### config.mk
export PLATFORM = sky130hd
export DESIGN_NAME = time_sorted_event_table
export DESIGN_NICKNAME = d
export VERILOG_FILES = /design/src/rtl/core/tset_pkg.sv /design/src/rtl/core/tset_cell.sv /design/src/rtl/core/time_sorted_event_table.sv
export SDC_FILE = /design/constraint.sdc
export NUM_CORES = 2
export LEC_CHECK = 0
export BUFFER_PORTS_ARGS = -buffer_cell sky130_fd_sc_hd__buf_2
export CAP_MARGIN = 30
export CELL_PAD_IN_SITES_DETAIL_PLACEMENT = 0
export CELL_PAD_IN_SITES_GLOBAL_PLACEMENT = 1
export CORE_UTILIZATION = 56
export DETAILED_ROUTE_END_ITERATION = 12
export PLACE_DENSITY_LB_ADDON = 0.1
export RECOVER_POWER = 25
export SYNTH_ARGS = -nofsm -noshare
export SYNTH_HDL_FRONTEND = slang
export SYNTH_SLANG_ARGS = --single-unit
export TNS_END_PERCENT = 50
### constraint.sdc
create_clock -name clk -period 8.6 [get_ports clk]
set_clock_uncertainty 0.15 [all_clocks]
set_input_delay 0.43 -clock clk [delete_from_list [all_inputs] [get_ports clk]]
set_output_delay 0.43 -clock clk [all_outputs]
set_load 0.02 [all_outputs]
### src/rtl/core/tset_pkg.sv
// ----------------------------------------------------------------------------
// tset_pkg: shared types and constants of the time sorted event table
// Entry and request types, table sizing and status codes.
// ----------------------------------------------------------------------------
package tset_pkg;

	localparam int CAPACITY = 16;
	localparam int CNT_W    = $clog2(CAPACITY + 1);
	localparam int TIME_W   = 32;
	localparam int VALUE_W  = 32;
	localparam int KIND_W   = 8;

	localparam logic FUNC_INSERT = 1'b0;
	localparam logic FUNC_DELETE = 1'b1;

	localparam logic [1:0] ST_DONE   = 2'd0;
	localparam logic [1:0] ST_REJECT = 2'd1;
	localparam logic [1:0] ST_FULL   = 2'd2;

	// one stored mark
	typedef struct packed {
		logic [TIME_W-1:0]  etime;
		logic [VALUE_W-1:0] evalue;
		logic [KIND_W-1:0]  ekind;
	} entry_t;

	// request broadcast to every cell
	typedef struct packed {
		logic               ins;
		logic               del;
		logic [TIME_W-1:0]  key_time;
		logic [KIND_W-1:0]  key_kind;
		logic [VALUE_W-1:0] value;
	} op_t;

endpackage

### src/rtl/core/tset_cell.sv
// ----------------------------------------------------------------------------
// tset_cell: one slot of the sorted table
// Compares its mark with the broadcast request and shifts toward a
// neighbor on insert (right) or delete (left).
// ----------------------------------------------------------------------------
module tset_cell
	import tset_pkg::*;
(
	input  logic   clk,
	input  op_t    op,
	input  logic   valid,
	input  entry_t left_entry,
	input  entry_t right_entry,
	input  logic   left_before,
	output logic   earlier,
	input  logic   left_seen,
	output logic   seen,
	output entry_t entry
);

	entry_t entry_q;
	logic   match;

	// compare against the request key
	assign earlier = valid && (entry_q.etime < op.key_time);
	assign match   = valid && (entry_q.etime == op.key_time) && (entry_q.ekind == op.key_kind);
	assign seen    = left_seen | match;
	assign entry   = entry_q;

	// load new mark, shift right on insert, shift left on delete
	always_ff @(posedge clk) begin
		if (op.ins && !earlier) begin
			if (left_before) begin
				entry_q.etime  <= op.key_time;
				entry_q.evalue <= op.value;
				entry_q.ekind  <= op.key_kind;
			end else begin
				entry_q <= left_entry;
			end
		end else if (op.del && seen) begin
			entry_q <= right_entry;
		end
	end

endmodule

### src/rtl/core/time_sorted_event_table.sv
// ----------------------------------------------------------------------------
// time_sorted_event_table: table of marks kept in ascending time order
// A request is registered first; then all cells compare in parallel and shift
// along the chain, and the result is strobed.
// ----------------------------------------------------------------------------
// done is registered from busy, which is set by the edge that accepts start.
// A new request is taken only while busy is low, so it waits for the register stage
//   in front of the cell chain and the compare and shift that follows to finish.
// The receiver cannot stall; each result is valid for the one done cycle.
// Reset (arst_n low) empties the table at once; cell contents are not reset.
module time_sorted_event_table
	import tset_pkg::*;
(
	input  logic               clk,
	input  logic               arst_n,
	input  logic               start,
	output logic               busy,
	input  logic               func,
	input  logic [KIND_W-1:0]  mark_type,
	input  logic [VALUE_W-1:0] sign_value,
	input  logic [TIME_W-1:0]  sign_time,
	output logic               done,
	output logic [1:0]         status,
	output logic               found,
	output logic [4:0]         entry_count
);

	logic               busy_q;
	logic               func_q;
	logic [KIND_W-1:0]  kind_q;
	logic [VALUE_W-1:0] value_q;
	logic [TIME_W-1:0]  time_q;
	logic [CNT_W-1:0]   count_q;
	logic               done_q;
	logic [1:0]         status_q;
	logic               found_q;

	op_t    op;
	logic   ins_ok;
	logic   del_ok;
	entry_t cell_entry [CAPACITY];
	logic   cell_before [CAPACITY];
	logic   cell_seen [CAPACITY];
	logic   cell_valid [CAPACITY];
	logic   hit;
	logic [CNT_W+4:0] count_ext;

	// capture the request
	always_ff @(posedge clk) begin
		if (start && !busy_q) begin
			func_q  <= func;
			kind_q  <= mark_type;
			value_q <= sign_value;
			time_q  <= sign_time;
		end
	end

	// decide which edit is allowed
	assign ins_ok = busy_q && (func_q == FUNC_INSERT) && (kind_q != '0)
		&& (count_q < CNT_W'(CAPACITY));
	assign del_ok = busy_q && (func_q == FUNC_DELETE) && (count_q != '0);

	assign op.ins      = ins_ok;
	assign op.del      = del_ok;
	assign op.key_time = time_q;
	assign op.key_kind = kind_q;
	assign op.value    = value_q;

	// chain of cells
	for (genvar i = 0; i < CAPACITY; i++) begin : g_cell
		entry_t left_e;
		entry_t right_e;
		logic   left_b;
		logic   left_s;

		assign cell_valid[i] = (CNT_W'(i) < count_q);

		if (i == 0) begin : g_first
			assign left_e = cell_entry[i];
			assign left_b = 1'b1;
			assign left_s = 1'b0;
		end else begin : g_mid
			assign left_e = cell_entry[i-1];
			assign left_b = cell_before[i-1];
			assign left_s = cell_seen[i-1];
		end

		if (i == CAPACITY - 1) begin : g_last
			assign right_e = cell_entry[i];
		end else begin : g_inner
			assign right_e = cell_entry[i+1];
		end

		tset_cell u_cell (
			.clk         (clk),
			.op          (op),
			.valid       (cell_valid[i]),
			.left_entry  (left_e),
			.right_entry (right_e),
			.left_before (left_b),
			.earlier     (cell_before[i]),
			.left_seen   (left_s),
			.seen        (cell_seen[i]),
			.entry       (cell_entry[i])
		);
	end

	assign hit = cell_seen[CAPACITY-1];

	// sequence the request, update the count, strobe the result
	always_ff @(posedge clk or negedge arst_n) begin
		if (!arst_n) begin
			busy_q   <= 1'b0;
			done_q   <= 1'b0;
			count_q  <= '0;
			status_q <= ST_DONE;
			found_q  <= 1'b0;
		end else begin
			done_q <= busy_q;
			if (start && !busy_q) begin
				busy_q <= 1'b1;
			end else if (busy_q) begin
				busy_q  <= 1'b0;
				found_q <= 1'b0;
				if (func_q == FUNC_INSERT) begin
					if (kind_q == '0) begin
						status_q <= ST_REJECT;
					end else if (!ins_ok) begin
						status_q <= ST_FULL;
					end else begin
						status_q <= ST_DONE;
						count_q  <= count_q + CNT_W'(1);
					end
				end else begin
					if (!del_ok) begin
						status_q <= ST_REJECT;
					end else begin
						status_q <= ST_DONE;
						found_q  <= hit;
						if (hit) begin
							count_q <= count_q - CNT_W'(1);
						end
					end
				end
			end
		end
	end

	assign count_ext   = {5'b0, count_q};
	assign busy        = busy_q;
	assign done        = done_q;
	assign status      = status_q;
	assign found       = found_q;
	assign entry_count = count_ext[4:0];

	// checks
	a_done_after_busy: assert property (@(posedge clk) disable iff (!arst_n)
		done_q |-> $past(busy_q))
		else $error("done without a request in progress");

	a_busy_one_cycle: assert property (@(posedge clk) disable iff (!arst_n)
		busy_q |=> !busy_q)
		else $error("request held longer than one cycle");

	a_count_bound: assert property (@(posedge clk) disable iff (!arst_n)
		count_q <= CNT_W'(CAPACITY))
		else $error("entry count above capacity");

	a_found_done: assert property (@(posedge clk) disable iff (!arst_n)
		(done_q && found_q) |-> (status_q == ST_DONE && $past(func_q) == FUNC_DELETE))
		else $error("found set on a request that removed nothing");

	a_reject_keeps_count: assert property (@(posedge clk) disable iff (!arst_n)
		(done_q && status_q != ST_DONE) |-> (count_q == $past(count_q)))
		else $error("count changed on a refused request");

endmodule

==> flow_metrics.py <==
metrics = {
    "finish": {
        "num_antenna_cells": 0,
        "layout-drive-gt1-share_pct": 8.880,
        "final-instance-count-excl-fill": 5796,
        "final_common_cell": "edfxtp_1",
        "nets": 5158,
        "syn_to_final_growth_pct": 8.936,
        "mostFrequentLayoutCells": "681 x edfxtp_1, 484 x ha_1, 448 x mux2i_1, 443 x a21oi_1, 406 x nor2_1",
    },
    "setup_path": {
        "arrival_ns": 6.97,
        "crit_required_ns": 8.62,
        "critPathLaunchType": "flip-flop",
        "end_kind": "flip-flop",
        "crit_type": "reg2reg",
        "path_max_fanout": 44,
    },
    "clock_tree": {
        "cts_tree": "done",
        "cts_sinks": 691,
        "cts.clk_slew.worst_paths_ns": 0.06,
        "cts_buffer_depth": 3,
        "cts_setup_buffers": 0,
        "htree_levels": 3,
        "numCtsBuffers": 82,
        "clockRootBuffer": "clkbuf_16",
        "clock_latency_ns": 0.66,
    },
    "routing": {
        "first_pass_iters": 6,
        "via_count": 36670,
        "drtIter0Drc": 3345,
        "wl_mm": 141.4,
        "drcViolationCount": 0,
        "drtAntennaViolNets": 0,
        "post_drt_wl_per_cell_um": 24.39,
        "vias_per_cell": 6.326,
    },
    "synth": {
        "synthCells": 4622,
        "synth-async-reset-ratio_pct": 1.447,
        "synth_edf_count": 681,
        "yosysSeqAreaShare_pct": 43.20,
        "syn_area_per_cell_um2": 10.37,
        "synth_seq_cells": 691,
        "yosysTopAreaCellShare_pct": 42.68,
        "synth_top_area_cell": "edfxtp_1",
        "ys.flop_type": "edfxtp_1",
        "netlist_top_cells_area": "edfxtp_1 43%, ha_1 13%, mux2i_1 9.4%",
        "ys_types": 76,
        "mappedNetlistArea_um2": 47910,
        "yosysWarnings": 0,
        "synth_nets": 5182,
    },
    "pwr": {
        "power_mw": 11.83,
        "powerDensity_nw_per_um2": 226.6,
        "ir_drop_mv": 0.1907,
        "leakage_nw": 20.79,
    },
    "sta": {
        "fmax_mhz": 143.9,
        "period_minus_slack_ns": 6.951,
        "slew_violations": 328,
        "tightest_slew_ns": 2.622,
        "slew_headroom_pct": -74.81,
        "setup_violations": 0,
        "whs_ns": 0.2137,
        "rsz0062_at_grt": "no",
        "post-route-period-util_pct": 80.83,
        "finalSetupTns_ns": 0,
        "hold_viol": 0,
    },
    "hold_path": {
        "min_path_type": "in2async",
    },
    "die": {
        "core_um2": 84220,
        "io_pins": 86,
        "die_h_um": 294.5,
        "die-area_um2": 86730,
        "die_w_um": 294.5,
        "start_util_pct": 56.89,
        "rows": 106,
    },
    "global_route": {
        "grt_pass1_vias": 34850,
        "grt_pass1_wl_mm": 214.3,
        "antenna_found_initial": 1,
        "grt_max_degree": 82,
        "grtUsageTotal_pct": 32.34,
        "grt.overflow.total": 0,
    },
    "place": {
        "gp_congestion": 0.9437,
        "dp_hpwl_mm": 107.2,
        "dp.cells": 5605,
        "numPortBuffers": 53,
    },
    "job": {
        "drv_cap": 8,
    },
    "status": {
        "status": "finished, violations left",
        "violations": "max-capacitance violations, max-slew violations",
    },
}
-- cells in the mapped netlist (5+ instances only) --
| master | count |
|---|---|
| edfxtp_1 | 681 |
| ha_1 | 484 |
| mux2i_1 | 448 |
| a21oi_1 | 446 |
| nor2_1 | 412 |
| nand2_1 | 348 |
| o21ai_0 | 302 |
| clkbuf_1 | 205 |
| mux2_2 | 126 |
| nand4_1 | 126 |
| xor2_1 | 110 |
| inv_1 | 79 |
| a21o_1 | 78 |
| nor3_1 | 77 |
| buf_2 | 68 |
| nor4_1 | 66 |
| xnor2_1 | 52 |
| a31oi_1 | 48 |
| nand3_1 | 45 |
| a221oi_1 | 43 |
| a211oi_1 | 31 |
| o211ai_1 | 30 |
| nor2b_1 | 28 |
| o21a_1 | 27 |
| buf_1 | 19 |
| o21ai_1 | 19 |
| and3_1 | 17 |
| and4_1 | 15 |
| nand2b_1 | 14 |
| or3_1 | 13 |
| buf_4 | 12 |
| a2111oi_0 | 11 |
| o21bai_1 | 11 |
| dfrtp_1 | 10 |
| o22ai_1 | 9 |
| a211o_1 | 8 |
| or4_1 | 7 |
| and2_1 | 6 |
| buf_6 | 6 |
| a2111o_1 | 5 |
| a221o_1 | 5 |
| nor4b_1 | 5 |
| o211a_1 | 5 |
-- where the power goes --
part / switching [mW] / internal, mW
Clock: 1.44 / 1.89
Combinational: 2.37 / 1.57
Sequential: 0.343 / 4.21
-- final cells by class --
type | instances | area [um2]
fill | 7170 | 32020
inverter | 79 | 297.8
multi-input combinational | 3542 | 25790
timing repair buffer | 202 | 1505
clock buffer | 106 | 2248
clock inverter | 42 | 235.2
tap | 1134 | 1419
sequential | 691 | 20700
-- per-layer routing --
layer / up-vias / global-route usage (%) / routed length [um]
li1: 17490 / - / -
met1: 17600 / 45.48 / 62680
met2: 1361 / 52.19 / 64770
met3: 216 / 3.039 / 8802
met4: 0 / 11.18 / 5107
met5: - / 0 / 0
-- registers in the layout, indices dropped and copies added (netlist names) --
name                 cells
busy                     1
done                     1
entry_count              5
found                    1
func_q                   1
g_cell.u_cell.entry    640
kind_q                   8
status                   2
time_q                  32
-- kinds of logic after synthesis --
family                     Yosys count  synth area share [%]
muxes                              574                 12.32
buffers and inverters              389                 3.413
xor gates and xnor gates           162                 2.961
DFF                                691                 43.20
and+or+nand+nor                   1205                 11.70
adders and majority gates          484                 12.64
AOI/OAI and AO/OA                 1117                 13.76
-- critical path, stage by stage (launching register included) --
cell,delay (ns)
edfxtp_1,0.39
clkbuf_1,0.83
nor4_1,0.76
a21oi_1,0.32
and2_0,0.27
nand2_1,0.07
clkbuf_1,1.21
clkinvlp_2,0.42
nand2b_1,0.90
buf_4,0.49
nand2_2,0.63
-- stage by stage --
stage          setup slack [ns]  area, um2  utilization [%]
3_3_place_gp              2.714      49260            58.49
4_1_cts                   2.614      52290            62.09
2_1_floorplan             2.902      47910                -
6_report                  1.649      52200            61.98
3_5_place_dp              2.629      49380            58.64
5_1_grt                   1.372      52200            61.98
-- worst paths after layout --
kind                            cells past startpoint                          to  slack [ns]     startpoint
max in group asynchronous                           2              entry_count[2]        7.62         arst_n
worst min register to register                      2                   status[1]        0.38      status[1]
worst min-delay path                                2                   status[1]        0.21         arst_n
worst max register to register                     10  g_cell[5].u_cell.entry[45]        1.65      kind_q[2]
min in group clk                                    2                  time_q[17]        0.33  sign_time[17]
worst max-delay path                               10  g_cell[5].u_cell.entry[45]        1.65      kind_q[2]
-- repair_timing --
| item | CTS | global route |
|---|---|---|
| hold endpoints to repair | 51 | 0 |
| resized for setup | 0 | 0 |
| hold buffers | 42 | 0 |
No activity file was read; power rests on OpenSTA's default activity.
